## src/rtl/core/hpmc_pkg.sv

```systemverilog
package hpmc_pkg;

    // Default window limits
    localparam int DEF_MAX_WIDTH  = 16;
    localparam int DEF_MAX_HEIGHT = 16;

    // Field widths
    localparam int PIX_W  = 8;
    localparam int RES_W  = 9;
    localparam int CFG_DW = 5;
    localparam int CFG_IW = 3;

    localparam logic [CFG_DW-1:0] BLOCK_SIZE_RST = 5'd16;

    typedef logic [PIX_W-1:0] t_pix;

    // Configuration register indexes
    typedef enum logic [CFG_IW-1:0] {
        CFG_HALF_X       = 3'd0,
        CFG_HALF_Y       = 3'd1,
        CFG_AVG_CUR      = 3'd2,
        CFG_RESID_MODE   = 3'd3,
        CFG_BLOCK_WIDTH  = 3'd4,
        CFG_BLOCK_HEIGHT = 3'd5
    } t_cfg_idx;

    // Effective mode seen by the prediction datapath
    typedef struct packed {
        logic half_x;
        logic half_y;
        logic avg_cur;
        logic resid;
    } t_pred_mode;

    // Per-request control into the line buffer
    typedef struct packed {
        logic step;
        logic nonres;
        logic end_col;
    } t_lbuf_ctl;

endpackage

```

## src/rtl/core/hpmc_if.sv

```systemverilog
// Request channel: one reference window pixel with its side data
interface hpmc_pix_if
    import hpmc_pkg::*;
();
    logic                    valid;
    logic                    ready;
    t_pix                    ref_pixel;
    t_pix                    current_pixel;
    logic signed [RES_W-1:0] residual;

    modport source (output valid, ref_pixel, current_pixel, residual, input ready);
    modport sink   (input valid, ref_pixel, current_pixel, residual, output ready);
endinterface

// Result channel: one predicted pixel
interface hpmc_pred_if
    import hpmc_pkg::*;
();
    logic valid;
    logic ready;
    t_pix pred_pixel;
    logic block_last;

    modport source (output valid, pred_pixel, block_last, input ready);
    modport sink   (input valid, pred_pixel, block_last, output ready);
endinterface

```

## src/rtl/core/hpmc_pred.sv

```systemverilog
module hpmc_pred
    import hpmc_pkg::*;
(
    input  t_pred_mode              i_mode,
    input  t_pix                    i_tl,
    input  t_pix                    i_tr,
    input  t_pix                    i_bl,
    input  t_pix                    i_ref,
    input  t_pix                    i_cur,
    input  logic signed [RES_W-1:0] i_residual,
    output t_pix                    o_pred
);

    logic [PIX_W+1:0]       sum4;
    logic [PIX_W:0]         sum_x;
    logic [PIX_W:0]         sum_y;
    logic [PIX_W:0]         sum_avg;
    t_pix                   interp;
    logic signed [PIX_W+1:0] recon;

    // Half-pel averages with round-half-up
    assign sum4  = {2'b00, i_tl} + {2'b00, i_tr} + {2'b00, i_bl} + {2'b00, i_ref}
                 + (PIX_W+2)'(2);
    assign sum_x = {1'b0, i_bl} + {1'b0, i_ref} + (PIX_W+1)'(1);
    assign sum_y = {1'b0, i_tr} + {1'b0, i_ref} + (PIX_W+1)'(1);

    always_comb begin
        case ({i_mode.half_x, i_mode.half_y})
            2'b11:   interp = sum4[PIX_W+1:2];
            2'b10:   interp = sum_x[PIX_W:1];
            2'b01:   interp = sum_y[PIX_W:1];
            default: interp = i_ref;
        endcase
    end

    // Optional bidirectional-style average with the current pixel
    assign sum_avg = {1'b0, interp} + {1'b0, i_cur} + (PIX_W+1)'(1);

    // Reconstruction: current + residual, range -256..510
    assign recon = $signed({2'b00, i_cur}) + $signed({i_residual[RES_W-1], i_residual});

    always_comb begin
        if (i_mode.resid) begin
            if (recon[PIX_W+1]) begin
                o_pred = '0;
            end else if (recon[PIX_W]) begin
                o_pred = '1;
            end else begin
                o_pred = recon[PIX_W-1:0];
            end
        end else if (i_mode.avg_cur) begin
            o_pred = sum_avg[PIX_W:1];
        end else begin
            o_pred = interp;
        end
    end

endmodule

```

## src/rtl/core/hpmc_lbuf.sv

```systemverilog
// Line buffer of the previous window row plus the previous pixel.
// The top-right neighbor is prefetched one request ahead from a
// registered-read memory; the top-left one is the previous top-right.
module hpmc_lbuf
    import hpmc_pkg::*;
#(
    parameter int MAX_WIDTH = DEF_MAX_WIDTH
) (
    input  logic                                i_clk,
    input  logic                                i_rst_n,
    input  t_lbuf_ctl                           i_ctl,
    input  logic [$clog2(MAX_WIDTH + 1)-1:0]    i_col,
    input  logic [$clog2(MAX_WIDTH + 1)-1:0]    i_col_next,
    input  t_pix                                i_ref,
    output t_pix                                o_tl,
    output t_pix                                o_tr,
    output t_pix                                o_bl
);

    localparam int ROW_DEPTH = MAX_WIDTH + 1;
    localparam int AW        = $clog2(ROW_DEPTH);

    t_pix                 r_mem [ROW_DEPTH];
    logic [ROW_DEPTH-1:0] r_vld;
    t_pix                 r_rd_q;
    logic                 r_rd_vld;
    logic                 r_fwd_vld;
    t_pix                 r_fwd_data;
    logic                 r_pend_vld;
    logic [AW-1:0]        r_pend_addr;
    t_pix                 r_pend_data;
    t_pix                 r_prev_pixel;
    t_pix                 r_tl;

    logic                 wr_en;
    logic [AW-1:0]        wr_addr;
    t_pix                 wr_data;
    logic                 n_fwd_vld;
    t_pix                 n_fwd_data;
    t_pix                 tr;

    // Single write port: the row-end write is parked until the next
    // request, which always sits in column zero and has no delayed write.
    always_comb begin
        wr_en   = 1'b0;
        wr_addr = r_pend_addr;
        wr_data = r_pend_data;
        if (i_ctl.step) begin
            if ((i_col == '0) && r_pend_vld) begin
                wr_en = 1'b1;
            end else if (i_ctl.nonres && (i_col != '0)) begin
                wr_en   = 1'b1;
                wr_addr = i_col - AW'(1);
                wr_data = r_prev_pixel;
            end
        end
    end

    // Bypass for entries written in the same cycle as the prefetch
    always_comb begin
        n_fwd_vld  = 1'b0;
        n_fwd_data = wr_data;
        if (i_ctl.nonres && i_ctl.end_col && (i_col == i_col_next)) begin
            n_fwd_vld  = 1'b1;
            n_fwd_data = i_ref;
        end else if (wr_en && (wr_addr == i_col_next)) begin
            n_fwd_vld  = 1'b1;
            n_fwd_data = wr_data;
        end
    end

    assign tr   = r_fwd_vld ? r_fwd_data : (r_rd_vld ? r_rd_q : '0);
    assign o_tr = tr;
    assign o_tl = (i_col == '0) ? '0 : r_tl;
    assign o_bl = r_prev_pixel;

    // Row memory, registered read
    always_ff @(posedge i_clk) begin
        if (wr_en) begin
            r_mem[wr_addr] <= wr_data;
        end
        if (i_ctl.step) begin
            r_rd_q <= r_mem[i_col_next];
            r_tl   <= tr;
        end
    end

    // Control state: entry valid bits, bypass, parked write, previous pixel
    always_ff @(posedge i_clk) begin
        if (!i_rst_n) begin
            r_vld        <= '0;
            r_rd_vld     <= 1'b0;
            r_fwd_vld    <= 1'b1;
            r_fwd_data   <= '0;
            r_pend_vld   <= 1'b0;
            r_pend_addr  <= '0;
            r_pend_data  <= '0;
            r_prev_pixel <= '0;
        end else begin
            if (wr_en) begin
                r_vld[wr_addr] <= 1'b1;
            end
            if (i_ctl.step) begin
                r_rd_vld   <= r_vld[i_col_next];
                r_fwd_vld  <= n_fwd_vld;
                r_fwd_data <= n_fwd_data;
                if (i_ctl.nonres && i_ctl.end_col) begin
                    r_pend_vld  <= 1'b1;
                    r_pend_addr <= i_col;
                    r_pend_data <= i_ref;
                end else if (i_col == '0) begin
                    r_pend_vld <= 1'b0;
                end
                if (i_ctl.nonres) begin
                    r_prev_pixel <= i_ref;
                end
            end
        end
    end

endmodule

```

## src/rtl/core/half_pel_motion_compensation.sv

```systemverilog
// A result is registered on o_pred in the cycle after its request is accepted.
// Throughput: one request per cycle; a result stalled on o_pred holds off
// new requests until it is taken, and the next request enters in that cycle.
// Reset: synchronous, active low; configuration returns to its defaults,
// counters, previous pixel and row-buffer valid bits clear.
module half_pel_motion_compensation
    import hpmc_pkg::*;
#(
    parameter int MAX_WIDTH  = DEF_MAX_WIDTH,
    parameter int MAX_HEIGHT = DEF_MAX_HEIGHT
) (
    input  logic              i_clk,
    input  logic              i_rst_n,
    input  logic              i_cfg_we,
    input  logic [CFG_IW-1:0] i_cfg_idx,
    input  logic [CFG_DW-1:0] i_cfg_data,
    hpmc_pix_if.sink          i_pix,
    hpmc_pred_if.source       o_pred
);

    localparam int AW  = $clog2(MAX_WIDTH + 1);
    localparam int RW  = $clog2(MAX_HEIGHT + 1);
    localparam int MW  = (AW > RW) ? AW : RW;
    localparam int WW  = ((MW > CFG_DW) ? MW : CFG_DW) + 1;

    // Configuration
    logic              r_half_x;
    logic              r_half_y;
    logic              r_avg_cur;
    logic              r_resid;
    logic [CFG_DW-1:0] r_block_width;
    logic [CFG_DW-1:0] r_block_height;

    // Window position and output register
    logic [AW-1:0]     r_col;
    logic [RW-1:0]     r_row;
    logic              r_out_vld;
    t_pix              r_pred;
    logic              r_last;

    logic              accept;
    logic              hx;
    logic              hy;
    logic [WW-1:0]     bw;
    logic [WW-1:0]     bh;
    logic [WW-1:0]     w;
    logic [WW-1:0]     h;
    logic [AW-1:0]     col;
    logic [AW-1:0]     n_col;
    logic [RW-1:0]     n_row;
    logic              end_col;
    logic              end_row;
    logic              emit;
    t_pred_mode        mode;
    t_lbuf_ctl         lbuf_ctl;
    t_pix              tl;
    t_pix              tr;
    t_pix              bl;
    t_pix              pred;

    assign i_pix.ready = !r_out_vld || o_pred.ready;
    assign accept      = i_pix.valid && i_pix.ready;

    // Configuration writes
    always_ff @(posedge i_clk) begin
        if (!i_rst_n) begin
            r_half_x       <= 1'b0;
            r_half_y       <= 1'b0;
            r_avg_cur      <= 1'b0;
            r_resid        <= 1'b0;
            r_block_width  <= BLOCK_SIZE_RST;
            r_block_height <= BLOCK_SIZE_RST;
        end else if (i_cfg_we) begin
            case (t_cfg_idx'(i_cfg_idx))
                CFG_HALF_X:       r_half_x       <= i_cfg_data[0];
                CFG_HALF_Y:       r_half_y       <= i_cfg_data[0];
                CFG_AVG_CUR:      r_avg_cur      <= i_cfg_data[0];
                CFG_RESID_MODE:   r_resid        <= i_cfg_data[0];
                CFG_BLOCK_WIDTH:  r_block_width  <= i_cfg_data;
                CFG_BLOCK_HEIGHT: r_block_height <= i_cfg_data;
                default: begin
                end
            endcase
        end
    end

    // Effective window size and position
    always_comb begin
        hx = r_half_x && !r_resid;
        hy = r_half_y && !r_resid;

        if (r_block_width == '0) begin
            bw = WW'(1);
        end else if (WW'(r_block_width) > WW'(MAX_WIDTH)) begin
            bw = WW'(MAX_WIDTH);
        end else begin
            bw = WW'(r_block_width);
        end

        if (r_block_height == '0) begin
            bh = WW'(1);
        end else if (WW'(r_block_height) > WW'(MAX_HEIGHT)) begin
            bh = WW'(MAX_HEIGHT);
        end else begin
            bh = WW'(r_block_height);
        end

        w = bw + WW'(hx);
        h = bh + WW'(hy);

        if (WW'(r_col) > WW'(MAX_WIDTH)) begin
            col = AW'(MAX_WIDTH);
        end else begin
            col = r_col;
        end

        end_col = WW'(col) >= (w - WW'(1));
        end_row = WW'(r_row) >= (h - WW'(1));
        emit    = (!hx || (col != '0)) && (!hy || (r_row != '0));

        n_col = end_col ? '0 : col + AW'(1);
        if (!end_col) begin
            n_row = r_row;
        end else if (end_row) begin
            n_row = '0;
        end else begin
            n_row = r_row + RW'(1);
        end
    end

    // Window counters
    always_ff @(posedge i_clk) begin
        if (!i_rst_n) begin
            r_col <= '0;
            r_row <= '0;
        end else if (accept) begin
            r_col <= n_col;
            r_row <= n_row;
        end
    end

    assign lbuf_ctl = '{step: accept, nonres: !r_resid, end_col: end_col};

    hpmc_lbuf #(
        .MAX_WIDTH (MAX_WIDTH)
    ) u_lbuf (
        .i_clk      (i_clk),
        .i_rst_n    (i_rst_n),
        .i_ctl      (lbuf_ctl),
        .i_col      (col),
        .i_col_next (n_col),
        .i_ref      (i_pix.ref_pixel),
        .o_tl       (tl),
        .o_tr       (tr),
        .o_bl       (bl)
    );

    assign mode = '{half_x: hx, half_y: hy, avg_cur: r_avg_cur, resid: r_resid};

    hpmc_pred u_pred (
        .i_mode     (mode),
        .i_tl       (tl),
        .i_tr       (tr),
        .i_bl       (bl),
        .i_ref      (i_pix.ref_pixel),
        .i_cur      (i_pix.current_pixel),
        .i_residual (i_pix.residual),
        .o_pred     (pred)
    );

    // Output register
    always_ff @(posedge i_clk) begin
        if (!i_rst_n) begin
            r_out_vld <= 1'b0;
        end else if (accept) begin
            r_out_vld <= emit;
        end else if (o_pred.ready) begin
            r_out_vld <= 1'b0;
        end
    end

    always_ff @(posedge i_clk) begin
        if (accept && emit) begin
            r_pred <= pred;
            r_last <= end_col && end_row;
        end
    end

    assign o_pred.valid      = r_out_vld;
    assign o_pred.pred_pixel = r_pred;
    assign o_pred.block_last = r_last;

endmodule

```

## src/flat_wrapper.sv

```systemverilog
// flat-port wrapper written by rule: the top's interface ports become plain ports
module half_pel_motion_compensation_flat import hpmc_pkg::*;
#(
    parameter int MAX_WIDTH  = DEF_MAX_WIDTH,
    parameter int MAX_HEIGHT = DEF_MAX_HEIGHT
)
  (i_clk, i_rst_n, i_cfg_we, i_cfg_idx, i_cfg_data, i_pix_valid, i_pix_ref_pixel, i_pix_current_pixel, i_pix_residual, i_pix_ready, o_pred_valid, o_pred_pred_pixel, o_pred_block_last, o_pred_ready);
  hpmc_pix_if i_pix_i ();
  hpmc_pred_if o_pred_i ();
  input  logic i_clk;
  input  logic i_rst_n;
  input  logic i_cfg_we;
  input  logic [CFG_IW-1:0] i_cfg_idx;
  input  logic [CFG_DW-1:0] i_cfg_data;
  input wire logic [$bits(i_pix_i.valid)-1:0] i_pix_valid;
  input wire logic [$bits(i_pix_i.ref_pixel)-1:0] i_pix_ref_pixel;
  input wire logic [$bits(i_pix_i.current_pixel)-1:0] i_pix_current_pixel;
  input wire logic [$bits(i_pix_i.residual)-1:0] i_pix_residual;
  output wire logic [$bits(i_pix_i.ready)-1:0] i_pix_ready;
  output wire logic [$bits(o_pred_i.valid)-1:0] o_pred_valid;
  output wire logic [$bits(o_pred_i.pred_pixel)-1:0] o_pred_pred_pixel;
  output wire logic [$bits(o_pred_i.block_last)-1:0] o_pred_block_last;
  input wire logic [$bits(o_pred_i.ready)-1:0] o_pred_ready;
  assign i_pix_i.valid = i_pix_valid;
  assign i_pix_i.ref_pixel = i_pix_ref_pixel;
  assign i_pix_i.current_pixel = i_pix_current_pixel;
  assign i_pix_i.residual = i_pix_residual;
  assign i_pix_ready = i_pix_i.ready;
  assign o_pred_valid = o_pred_i.valid;
  assign o_pred_pred_pixel = o_pred_i.pred_pixel;
  assign o_pred_block_last = o_pred_i.block_last;
  assign o_pred_i.ready = o_pred_ready;
  half_pel_motion_compensation #(.MAX_WIDTH(MAX_WIDTH), .MAX_HEIGHT(MAX_HEIGHT)) u_core (.i_clk(i_clk), .i_rst_n(i_rst_n), .i_cfg_we(i_cfg_we), .i_cfg_idx(i_cfg_idx), .i_cfg_data(i_cfg_data), .i_pix(i_pix_i), .o_pred(o_pred_i));
endmodule
```

## config.mk

```make
export PLATFORM = sky130hd
export DESIGN_NAME = half_pel_motion_compensation_flat
export DESIGN_NICKNAME = d
export VERILOG_FILES = /design/src/rtl/core/hpmc_pkg.sv /design/src/rtl/core/hpmc_if.sv /design/src/rtl/core/hpmc_pred.sv /design/src/rtl/core/hpmc_lbuf.sv /design/src/rtl/core/half_pel_motion_compensation.sv /design/src/flat_wrapper.sv
export SDC_FILE = /design/constraint.sdc
export NUM_CORES = 1
export LEC_CHECK = 0
export BUFFER_PORTS_ARGS = -buffer_cell sky130_fd_sc_hd__buf_2
export CAP_MARGIN = 15
export CORE_MARGIN = 8
export CORE_UTILIZATION = 55
export DETAILED_ROUTE_END_ITERATION = 7
export HOLD_SLACK_MARGIN = 0.02
export PLACE_DENSITY = 0.69
export SKIP_CTS_REPAIR_TIMING = 1
export SLEW_MARGIN = 20
export SYNTH_ARGS = -nofsm -noshare
export SYNTH_HDL_FRONTEND = slang
export SYNTH_SLANG_ARGS = --single-unit
```

## constraint.sdc

```tcl
create_clock -name i_clk -period 7.8 [get_ports i_clk]
set_input_delay 0.39 -clock i_clk [delete_from_list [all_inputs] [get_ports i_clk]]
set_output_delay 0.39 -clock i_clk [all_outputs]
set_load 0.05 [all_outputs]
```

# Yosys cells after proc, flatten, opt, wreduce, memory -nomap -nowiden
# Memories as Yosys holds them, arrays and structs flattened. A register that Yosys moved wholly into a read port is not among the register bits.
# Index checks and enable logic that the tools add are counted.
# word_totals
reg_bits	91
latchBits	0
ram_bits	136
rom_bits	0
input_bits	38
out_inout_bits	11
word_cells	133
mem_count	1
# mem_list
name	depth	width	read_ports	rd_clocked_by_memory_dff	wr	line_no	source
u_core.u_lbuf.r_mem	17	8	1	1	1	hpmc_lbuf.sv:23	t_pix r_mem [ROW_DEPTH];
# op_classes
addsub	18
n_mul	0
div_mod_pow	0
order_cmp	8
eq_ne	10
shift	0
muxes	37
n_bitwise	2
n_reduce_logical	37
# ops
op	n
two-way mux 8 bit	11
two-way mux 5 bit	8
adder 8 x 8 -> 9 bit	4
adder 9 x 1 -> 9 bit, second input constant	3
case mux 8 bit (3 select lines)	1
adder 10 x 8 -> 10 bit	2
AND reduction 2 bit	10
OR 17 bit	1
> comparator 5 bit, second input constant	3
logical NOT 5 bit	3
two-way mux 1 bit	13
adder 6 x 1 -> 6 bit	2
>= comparator 5 x 6 -> 1 bit	2
logical AND 1 bit	12
less-than comparator 5 x 6 -> 1 bit, second input constant	2
two-way mux 6 bit	2
subtractor 6 x 1 -> 6 bit, second input constant	2
adder 10 x 2 -> 10 bit, second input constant	1
adder 5 x 1 -> 5 bit, second input constant	2
adder 9 x 9 -> 10 bit	1
== test 5 bit	2
nonzero test 5 bit	2
== test 3 x 2 -> 1 bit, second input constant	2
== test 3 bit, second input constant	2
12 further kinds	19

# Longest topological paths before layout
# Gate-level depths: netlist of run 1.
# logic_depth
word_depth	13
depth_mapped	35
ltp_nobuf	31

# Modules after synthesis
# From an unflattened synthesis of run 1, not the netlist that was laid out.
# unflattened
cells_unflattened	1099
hier_area_um2	12936.2
# by_module_without_submodules
mod	n_inst	cells_per_inst	area_each_um2	seq_area_each_um2
hpmc_lbuf	1	568	8538.2	5545.3
hpmc_pred	1	320	2383.5	0.0
half_pel_motion_compensation	1	211	2014.4	770.7

# Least setup slack after synthesis of run 1
# Ideal clock, no wire load.
# synth_timing
path_type	reg2reg
startpoint	reg u_core.r_col[4]
endpoint	reg u_core.r_pred[6] (netlist: u_core.o_pred.pred_pixel[6]) (data pin)
setup_time_ns	0.264
arrival_time_ns	6.062
required_ns	7.536
path_slack_ns	1.474
stages_incl_launch_ff	32
n_path_buf	4
synth_period_minus_slack_ns	6.326
path_cell_list	dfxtp_1 > nand2b_1 > buf_4 > buf_4 > buf_4 > ha_1 > nor4b_4 > clkbuf_1 > nand2b_1 > inv_1 > ha_1 > a21o_1 > a21oi_1 > o21ai_0 > and2_1 > o21ai_0 > nand2_1 > fa_1 > inv_1 > ha_1 > nor2_1 > nor2_1 > a31oi_1 > xnor2_1 > a2111o_1 > ha_1 > or2_2 > a21oi_1 > a31oi_1 > xor2_1 > mux2i_1 > o21ai_1
# synth_via
elab_chain_len	13
# synth_lines
element	line_no	source
from (decl)	half_pel_motion_compensation.sv:35	logic [AW-1:0] r_col;
from (signal assigned)	half_pel_motion_compensation.sv:137	r_col <= n_col;
> comparator 5 bit	half_pel_motion_compensation.sv:111	if (WW'(r_col) > WW'(MAX_WIDTH)) begin
two-way mux 5 bit (*)	half_pel_motion_compensation.sv:111	
logical NOT 5 bit (*)	hpmc_lbuf.sv:74	assign o_tl = (i_col == '0) ? '0 : r_tl;
two-way mux 8 bit (*)	hpmc_lbuf.sv:74	
adder 8 x 8 -> 9 bit (*)	hpmc_pred.sv:22	assign sum4 = {2'b00, i_tl} + {2'b00, i_tr} + {2'b00, i_bl} + {2'b00, i_ref}
adder 10 x 8 -> 10 bit (*) (2 in a row)	hpmc_pred.sv:22	
adder 10 x 2 -> 10 bit (*)	hpmc_pred.sv:23	+ (PIX_W+2)'(2);
case mux 8 bit (3 select lines) (*)	hpmc_pred.sv:28	case ({i_mode.half_x, i_mode.half_y})
adder 8 x 8 -> 9 bit	hpmc_pred.sv:37	assign sum_avg = {1'b0, interp} + {1'b0, i_cur} + (PIX_W+1)'(1);
adder 9 x 1 -> 9 bit	hpmc_pred.sv:37	
two-way mux 8 bit (*)	hpmc_pred.sv:51	end else if (i_mode.avg_cur) begin
two-way mux 8 bit (*)	hpmc_pred.sv:43	if (i_mode.resid) begin
named net u_core.pred[6]	half_pel_motion_compensation.sv:59	t_pix pred;
to (signal assigned)	half_pel_motion_compensation.sv:184	r_pred <= pred;
to (decl)	half_pel_motion_compensation.sv:38	t_pix r_pred;
# Mark *: on every way through the listed nets, which the timed path passes. The rest lies on a longest branch.
# A chain may end at the register's enable or synchronous reset.

# Final worst setup path of run 1
# Same ends and word-level chain as after synthesis.

==> results_dict.tcl, run 1 <==
set metrics [dict create \
    r2r_end "u_core.o_pred.pred_pixel[6]" \
    regArea_um2 6320 \
    drive_gt1_frac 0.116 \
    synthArstFlopShare 0 \
    clkPwrFrac 0.418 \
    setup_slack_ns 1.42 \
    dr.first_iter.drc_count 1030 \
    arrival_ns 6.66 \
    cpMaxStageDelayCell "dfxtp_1" \
    antenna_found_initial 0 \
    grt_max_degree 76 \
    start_util 0.562 \
    postRouteAntennaNets 0 \
    core_area_um2 22600 \
    min_path_type "input pin to flip-flop" \
    slowest_delay_ns 0.69 \
    dr.pass1.iters 5 \
    regToRegSetupSlack_ns 1.42 \
    switching_share 0.254 \
    yosysSeqAreaShare 0.497 \
    htreeDepth 1 \
    hold_end "u_core.r_block_height[4]" \
    synth_nets 1319 \
    synth_top_cell_area_share 0.380 \
    ios 49 \
    crit_path_end_kind "flip-flop" \
    antennaDiodeCount 0 \
    ys_seq_elements 235 \
    die_x_um 168 \
    leakage_nw 5.51 \
    setup_viol 0 \
    final_common_cell "nand2_1" \
    finalCritPeriodShare 0.818 \
    switching_power_mw 0.777 \
    root_buffer "clkbuf_16" \
    insertion_delay_ns 0.54 \
    synthDistinctLibCells 75 \
    synth-edff-count 161 \
    track_usage 0.221 \
    place.gp.congestion 0.929 \
    crit_type "flip-flop to flip-flop" \
    cts_buffer_depth 3 \
    wl_per_cell_um 20.4 \
    holdPathStages 3 \
    synth.area.top_cells "edfxtp_1 (38%), dfxtp_1 (12%), ha_1 (6.5%)" \
    cp_max_fo 17 \
    nets 1358 \
    clock.fmax_mhz 157 \
    syn_area_per_cell_um2 10.6 \
    hold_violations 0 \
    worstHoldStart "i_cfg_data[4]" \
    cts_made_buffers 25 \
    rsz0062_at_grt "no" \
    multi_input_area_um2 5910 \
    seq_power_share 0.447 \
    p_int_mw 2.28 \
    skew_ns 0.0198 \
    clk_pin_slew_ns 0.06 \
    synth_flop_cell "edfxtp_1" \
    io_buffer_count 48 \
    status "finished clean" \
    fill_cells 1818 \
    worst_r2r_path_depth 29 \
    grt-ovfl-total 0 \
    tritoncts "yes" \
    synth_cells 1203 \
    clock-sinks 235 \
    via_per_inst 6.03 \
    fin_util 0.622 \
    syn_to_final_growth_pct 10.7 \
    required_ns 8.08 \
    die_h_um 168 \
    wl_mm 31.6 \
    grt_pass1_vias 8819 \
    r2r-start "u_core.r_col[4]" \
    power_density_nw_per_um2 217 \
    slew_headroom 0.211 \
    synth_area_leader_cell "edfxtp_1" \
    route.vias.total 9317 \
    ir_drop_uv 183 \
    finalMaxSlewViolations 0 \
    synth_area_um2 12700 \
    start_kind "flip-flop" \
    die_area_um2 28200 \
    fin_crit_ns 6.38 \
    drc 0 \
    ys_warn_count 0 \
    mostFrequentLayoutCells "nand2_1 (163), edfxtp_1 (161), dfxtp_1 (74), inv_1 (71), nor2_1 (69)" \
    rows 55 \
    tns_ns 0 \
    dpl_worst_slack_ns 1.49 \
    maxCapViolations 0 \
    dp_hpwl_mm 21.6 \
    comb_power_share 0.135 \
    tightest_slew_ns 1.18 \
    grt_pass1_wl_mm 49.8 \
]
-- worst max path at each step --
stage / from / end / slack [ns] / depth (start not counted)
2_1_floorplan: u_core.r_col[4] / u_core.o_pred.pred_pixel[6] / 1.47 / 31
3_3_place_gp: u_core.r_col[4] / u_core.o_pred.pred_pixel[6] / 1.70 / 29
3_5_place_dp: u_core.r_col[4] / u_core.o_pred.pred_pixel[6] / 1.49 / 29
4_1_cts: u_core.r_col[4] / u_core.o_pred.pred_pixel[6] / 1.47 / 29
5_1_grt: u_core.r_col[4] / u_core.o_pred.pred_pixel[6] / 0.89 / 29
6_report: u_core.r_col[4] / u_core.o_pred.pred_pixel[6] / 1.42 / 29
-- cells in the mapped netlist (5+ instances only) --
cell	number
o211ai_1	7
xor2_1	16
a21boi_0	26
nor2b_1	33
a221oi_1	10
nand4_1	6
a22o_1	6
nor4_1	13
o21ai_1	6
mux4_2	8
a21o_1	15
ha_1	66
or2_2	5
nand2_1	163
buf_2	9
o21a_1	28
a21oi_1	66
clkbuf_1	29
dfxtp_1	74
nand2b_1	13
edfxtp_1	161
a2111oi_0	7
nor3_1	26
and3_1	6
buf_4	8
mux2_2	11
o21ai_0	58
xnor2_1	21
nor2_1	69
and2_1	15
nand3_1	12
a31oi_1	13
inv_1	71
mux2i_1	43
fa_1	12
-- cells by family after synthesis --
| kind of cell | Yosys count | share of synthesized area |
|---|---|---|
| adders and majority gates | 78 | 0.0838 |
| xor gates and xnor gates | 38 | 0.0276 |
| DFF | 235 | 0.497 |
| AOI/OAI and AO/OA | 291 | 0.154 |
| buffers and inverters | 121 | 0.0397 |
| and+or+nand+nor | 378 | 0.141 |
| muxes | 62 | 0.0577 |
-- sequential cells by signal, summed over array words and instances (netlist names) --
| register | cells |
|---|---|
| u_core.r_half_x | 1 |
| u_core.u_lbuf.o_bl | 8 |
| u_core.u_lbuf.r_pend_vld | 1 |
| u_core.u_lbuf.r_vld | 17 |
| u_core.u_lbuf.r_fwd_data | 8 |
| u_core.u_lbuf.r_fwd_vld | 1 |
| u_core.r_block_height | 5 |
| u_core.o_pred.valid | 1 |
| u_core.r_resid | 1 |
| u_core.o_pred.block_last | 1 |
| u_core.u_lbuf.r_pend_data | 8 |
| u_core.r_row | 5 |
| u_core.u_lbuf.r_tl | 8 |
| u_core.r_half_y | 1 |
| u_core.r_block_width | 5 |
| u_core.u_lbuf.r_rd_vld | 1 |
| u_core.u_lbuf.r_mem | 136 |
| u_core.r_col | 5 |
| u_core.r_avg_cur | 1 |
| u_core.u_lbuf.r_pend_addr | 5 |
| u_core.o_pred.pred_pixel | 8 |
| u_core.u_lbuf.r_rd_q | 8 |
-- cell type report --
type	instances	area share
clock buffers	30	0.0473
well taps	285	0.0253
repair buffers	60	0.0235
inverters	73	0.0196
multi-input cells	847	0.420
flip-flops and latches	235	0.449
clock inverters	16	0.0160
-- power by group through the flow --
stage,sequential [mW],clock (mW),combinational (mW)
5_1_grt,1.37,1.35,0.454
3_3_place_gp,1.39,0,0.401
3_5_place_dp,1.40,0,0.406
6_report,1.37,1.28,0.412
4_1_cts,1.37,1.29,0.409
2_1_floorplan,1.40,0,0.286
-- metal layers --
layer	part of all wire	track usage
met1	0.45	0.315
met2	0.45	0.350
met3	0.080	0.0374
met4	0.016	0.0431
met5	0	0
-- worst max-delay path: cells and delay by family (launching register included) --
kind	cells	cell delay, ns
AOI/OAI and AO/OA	12	2.02
adders and majority gates	5	1.57
and+or+nand+nor	5	0.90
DFF	1	0.69
xor gates and xnor gates	3	0.41
buffers and inverters	3	0.38
muxes	1	0.14
-- stage by stage --
stage	instance area (um^2)	total power, mW	std cells	hold WS, ns
2_1_floorplan	12700	1.69	1203	0.435
3_3_place_gp	13200	1.80	1500	0.443
3_5_place_dp	13200	1.80	1500	0.452
5_1_grt	14100	3.17	1546	0.126
4_1_cts	14100	3.07	1546	0.101
6_report	14100	3.06	1546	0.116
No activity file was read; power rests on OpenSTA's default activity.
==> inputs of run 2 (changes only) <==
==> constraint.sdc (replaced) <==
create_clock -name i_clk -period 6.55 [get_ports i_clk]
set_input_delay 0.3275 -clock i_clk [delete_from_list [all_inputs] [get_ports i_clk]]
set_output_delay 0.3275 -clock i_clk [all_outputs]
set_load 0.05 [all_outputs]
==> run 2 against run 1 <==
Effect of this change:
- hold slack got worse by 0.074 ns
- final area is 0.47% lower
- cell count is 0.19% higher
- fmax is 7.0% higher
- global-route usage down 0.12 points
- worst setup slack lost 0.83 ns
- flip-flop and latch count unchanged
- largest cell class unchanged
- largest power group unchanged
==> results_dict.tcl, run 2 (synthesis gave the netlist of run 1 again) <==
set metrics [dict create \
    crit_type "flip-flop to flip-flop" \
    nets 1363 \
    largest_register_ffs 136 \
    dr.pass1.iters 5 \
    insertion_delay_ns 0.54 \
    syn_to_final_growth_pct 10.2 \
    clk_pin_slew_ns 0.07 \
    die_x_um 168 \
    switching_share 0.259 \
    skew_ns 0.0187 \
    rsz0062_at_grt "no" \
    mostFrequentLayoutCells "nand2_1 (163), edfxtp_1 (161), dfxtp_1 (74), inv_1 (71), nor2_1 (69)" \
    tightest_slew_ns 1.03 \
    required_ns 6.84 \
    postRouteAntennaNets 0 \
    place.gp.congestion 0.938 \
    root_buffer "clkbuf_16" \
    antenna_found_initial 0 \
    dr.first_iter.drc_count 888 \
    grt_pass1_wl_mm 49.1 \
    min_path_type "input pin to flip-flop" \
    drc 0 \
    fin_crit_ns 5.97 \
    final_common_cell "nand2_1" \
    cts_made_buffers 25 \
    track_usage 0.220 \
    fin_area_um2 14000 \
    ir_drop_uv 250 \
    cts_buffer_depth 3 \
    antennaDiodeCount 0 \
    met1_length_mm 13.9 \
    die_h_um 168 \
    wl_mm 31.6 \
    start_util 0.562 \
    grt_max_degree 76 \
    power_density_nw_per_um2 250 \
    comb_power_share 0.141 \
    crit_path_end_kind "flip-flop" \
    arrival_ns 6.26 \
    regMostFlops "u_core.u_lbuf.r_mem" \
    tritoncts "yes" \
    clock-sinks 235 \
    top_regs "u_core.u_lbuf.r_mem: 136 flops, u_core.u_lbuf.r_vld: 17 flops" \
    switching_power_mw 0.909 \
    route.vias.total 9279 \
    die_area_um2 28200 \
    tns_ns 0 \
    grt_pass1_vias 8801 \
    setup_viol 0 \
    dpl_worst_slack_ns 0.665 \
    seq_power_share 0.464 \
    wl_per_cell_um 20.4 \
    clkPwrFrac 0.394 \
    wl_met2_mm 14.5 \
    slew_headroom 0.309 \
    status "finished clean" \
    dp_hpwl_mm 22.3 \
    io_buffer_count 48 \
    highest_layer "met4" \
    maxCapViolations 0 \
    drive_gt1_frac 0.114 \
    fill_cells 1864 \
    grt-ovfl-total 0 \
    wl_met3_mm 2.65 \
    finalCritPeriodShare 0.911 \
    leakage_nw 5.49 \
    hold_violations 0 \
    htreeDepth 1 \
    finalPower_mw 3.51 \
    setup_slack_ns 0.585 \
    start_kind "flip-flop" \
    ios 49 \
    placed_cell_area_um2 13200 \
    p_int_mw 2.60 \
    cp_max_fo 11 \
    clock.fmax_mhz 168 \
    rows 55 \
    finalMaxSlewViolations 0 \
    core_area_um2 22600 \
    via_per_inst 5.99 \
]
## run 2: cell types whose count changed in the layout (fill, tap and decap cells not counted)
cell / change
inv_6: +1
clkinvlp_4: -1
inv_4: -2
o21ai_4: -1
clkinv_2: -1
bufinv_16: -3
o21ai_2: +1
clkinv_4: -1
buf_4: +5
clkinv_1: +3
clkbuf_1: +2
## run 2: cell type report
type	instances	area (um^2)	area share
tap	285	357	0.0254
clock buffer	32	673	0.0480
clock inverter	12	121	0.00866
multi-input combinational	847	5900	0.421
inverter	73	277	0.0197
timing repair buffer	65	368	0.0262
sequential	235	6320	0.451
## run 2: power groups by stage
stage / Clock, mW / Sequential [mW] / Combinational (mW)
2_1_floorplan: 0 / 1.67 / 0.341
3_3_place_gp: 0 / 1.66 / 0.481
3_5_place_dp: 0 / 1.66 / 0.490
4_1_cts: 1.40 / 1.63 / 0.492
5_1_grt: 1.45 / 1.63 / 0.542
6_report: 1.38 / 1.63 / 0.496
## run 2: path summary, 6_finish.rpt
path                            slack (ns)  cells past startpoint                     from                          end
worst max-delay path                  0.58                     25  u_core.u_lbuf.r_fwd_vld  u_core.o_pred.pred_pixel[6]
worst min-delay path                  0.04                      3            i_cfg_data[4]     u_core.r_block_height[4]
worst max register to register        0.58                     25  u_core.u_lbuf.r_fwd_vld  u_core.o_pred.pred_pixel[6]
worst min register to register        0.46                      1  u_core.u_lbuf.r_vld[12]      u_core.u_lbuf.r_vld[12]
## run 2: critical path, stage by stage, from the launching register on
cell      delay [ns]
dfxtp_1         0.53
nor2b_1         0.20
a22oi_1         0.45
inv_1           0.16
ha_1            0.32
a21o_1          0.17
a21oi_1         0.20
o21ai_0         0.10
and2_1          0.16
o21ai_0         0.20
nand2_1         0.10
fa_1            0.48
inv_1           0.04
ha_1            0.22
nor3_1          0.19
o21ai_1         0.17
a31oi_1         0.25
xnor2_1         0.09
a2111o_1        0.43
ha_1            0.32
or2_2           0.29
a21oi_1         0.17
a31oi_1         0.07
xor2_1          0.15
mux2i_1         0.14
o21ai_1         0.07
## run 2: metrics by stage
stage	hold WS [ns]	utilization	std cells
after floorplan	0.435	-	1203
after global placement	0.441	0.584	1505
after detailed placement	0.455	0.584	1505
after CTS	0.0329	0.619	1549
after global routing	0.0545	0.619	1549
final	0.0418	0.619	1549
## run 2: per-layer routing
| layer | up-vias | GRT usage |
|---|---|---|
| met4 | 0 | 0.0532 |
| met1 | 4499 | 0.304 |
| met2 | 296 | 0.349 |
| met5 | - | 0 |
| met3 | 42 | 0.0454 |
| li1 | 4442 | - |
==> inputs of run 3 (changes only) <==
--- a/config.mk
+++ b/config.mk
@@ -5,6 +5,7 @@
 export SDC_FILE = /design/constraint.sdc
 export NUM_CORES = 1
 export LEC_CHECK = 0
+export ABC_AREA = 1
 export BUFFER_PORTS_ARGS = -buffer_cell sky130_fd_sc_hd__buf_2
 export CAP_MARGIN = 15
 export CORE_MARGIN = 8
==> run 3 against run 2 <==
Effect of this change:
- critical path depth up 9
- clock skew shrank 0.0083 ns
- sequential power rose by 2%
- via count is 8.0% higher
- area after synthesis hardly changed
- cell count increased by 16%
- clock power about the same
- register-to-register slack about the same
- die area barely moved
- final area decreased by 0.71%
- flip-flop and latch count unchanged
- global-route usage is 0.31 points higher
- critical path type unchanged
- critical endpoint unchanged
- largest power group unchanged
==> results_dict.tcl, run 3 <==
set metrics [dict create \
    grt_pass1_wl_mm 50.4 \
    synth.area.top_cells "edfxtp_1 (38%), dfxtp_1 (12%), nand2_1 (9.8%)" \
    tns_ns 0 \
    rsz0062_at_grt "no" \
    hold_violations 0 \
    finalCritPeriodShare 0.910 \
    yosysSeqAreaShare 0.497 \
    required_ns 6.82 \
    antenna_found_initial 0 \
    track_usage 0.223 \
    synth.most_common_cell "nand2_1" \
    crit_type "flip-flop to flip-flop" \
    grt-ovfl-total 0 \
    power_density_nw_per_um2 274 \
    start_util 0.562 \
    die_x_um 168 \
    clock.fmax_mhz 168 \
    via_per_inst 5.59 \
    switching_share 0.298 \
    arrival_ns 6.23 \
    dr.first_iter.drc_count 823 \
    crit_path_end_kind "flip-flop" \
    place.gp.congestion 0.894 \
    wl_mm 31.6 \
    setup_viol 0 \
    core_area_um2 22600 \
    clkPwrFrac 0.354 \
    fin_crit_ns 5.96 \
    grt_pass1_vias 9566 \
    status "finished clean" \
    ios 49 \
    ys_warn_count 0 \
    maxCapViolations 0 \
    synth_commonest_cells "nand2_1 (332), edfxtp_1 (161), inv_1 (159)" \
    antennaDiodeCount 0 \
    tightest_slew_ns 1.10 \
    leakage_nw 5.91 \
    synth_area_um2 12700 \
    synth_area_leader_cell "edfxtp_1" \
    io_buffer_count 48 \
    switching_power_mw 1.14 \
    hold_ws_ns 0.0522 \
    syn_to_final_growth_pct 9.41 \
    syn_area_per_cell_um2 8.75 \
    insertion_delay_ns 0.51 \
    synth_cells 1454 \
    clk_pin_slew_ns 0.06 \
    ys_seq_elements 235 \
    wl_per_cell_um 17.6 \
    postRouteAntennaNets 0 \
    synth_flop_cell "edfxtp_1" \
    route.vias.total 10000 \
    grt_max_degree 50 \
    rows 55 \
    tritoncts "yes" \
    mostFrequentLayoutCells "nand2_1 (332), edfxtp_1 (161), inv_1 (159), nor2_1 (121), nand3_1 (110)" \
    seq_power_share 0.440 \
    final_common_cell "nand2_1" \
    synthDistinctLibCells 47 \
    drc 0 \
    finalMaxSlewViolations 0 \
    top_regs "u_core.u_lbuf.r_mem: 136 flops, u_core.u_lbuf.r_vld: 17 flops" \
    synth-edff-count 161 \
    multi_input_area_um2 5480 \
    synth_nets 1570 \
    synthArstFlopShare 0 \
    skew_ns 0.0105 \
    cpMaxStageDelayCell "fa_1" \
    dr.pass1.iters 5 \
    p_int_mw 2.67 \
    largest_register_ffs 136 \
    clock-sinks 235 \
    slew_headroom 0.268 \
    regMostFlops "u_core.u_lbuf.r_mem" \
    ir_drop_uv 228 \
    htreeDepth 1 \
    die_h_um 168 \
    fill_cells 1916 \
    regArea_um2 6320 \
    min_path_type "input pin to flip-flop" \
    cts_buffer_depth 3 \
    slowest_delay_ns 0.48 \
    nets 1607 \
    drive_gt1_frac 0.104 \
    cp_max_fo 12 \
    die_area_um2 28200 \
    comb_power_share 0.207 \
    cp_common_cell "nand2_1" \
    synth_top_cell_area_share 0.380 \
    dp_hpwl_mm 22.2 \
    cts_made_buffers 25 \
    start_kind "flip-flop" \
    root_buffer "clkbuf_16" \
]
-- run 3: cells by family after synthesis --
group                      count (synthesis)  synth area share
and+or+nand+nor                          627             0.212
adders and majority gates                 78            0.0838
buffers and inverters                    228            0.0735
DFF                                      235             0.497
xor gates and xnor gates                  27            0.0186
AOI/OAI and AO/OA                        259             0.115
-- run 3: through the flow --
stage | instance area, um^2 | power [mW] | cells | setup WS (ns) | utilization
2_1_floorplan | 12700 | 2.28 | 1454 | 1.04 | -
3_3_place_gp | 13100 | 2.47 | 1749 | 0.739 | 0.580
3_5_place_dp | 13100 | 2.49 | 1749 | 0.595 | 0.580
4_1_cts | 13900 | 3.83 | 1794 | 0.583 | 0.615
5_1_grt | 13900 | 3.99 | 1794 | 0.0240 | 0.615
6_report | 13900 | 3.81 | 1794 | 0.590 | 0.615
-- run 3: worst paths after layout --
check / start / endpoint / slack [ns] / cells after the start
max reg2reg: u_core.r_col[0] / u_core.o_pred.pred_pixel[6] / 0.59 / 34
min: i_cfg_data[4] / u_core.r_block_width[4] / 0.05 / 3
min reg2reg: u_core.u_lbuf.r_pend_addr[0] / u_core.u_lbuf.r_pend_addr[0] / 0.46 / 2
max: u_core.r_col[0] / u_core.o_pred.pred_pixel[6] / 0.59 / 34
-- run 3: power by group through the flow --
stage	sequential (mW)	clock, mW	combinational (mW)
6_report	1.67	1.35	0.788
3_3_place_gp	1.70	0	0.771
5_1_grt	1.68	1.42	0.890
2_1_floorplan	1.72	0	0.561
4_1_cts	1.67	1.37	0.785
3_5_place_dp	1.71	0	0.781
-- run 3: worst max-delay path, delay by kind of cell (launching register included) --
family / cells / cell delay (ns)
adder cells (fa/ha/maj): 6 / 1.88
AND/OR/NAND/NOR: 16 / 1.70
AO/OA/AOI/OAI: 7 / 1.47
flip-flops: 1 / 0.33
buffers and inverters: 4 / 0.24
XOR/XNOR: 1 / 0.12
-- run 3: final cells by class --
| class | instances | area share |
|---|---|---|
| multi-input cells | 991 | 0.394 |
| clock buffers | 28 | 0.0458 |
| flip-flops and latches | 235 | 0.454 |
| inverters | 181 | 0.0488 |
| clock inverters | 17 | 0.0101 |
| repair buffers | 57 | 0.0221 |
| well taps | 285 | 0.0256 |
-- run 3: layer usage --
layer	track usage	vias up	wire length [um]
met1	0.282	4659	13400
met5	0	-	0
met2	0.378	321	15300
li1	-	4973	-
met4	0.0936	0	1160
met3	0.0309	71	1790
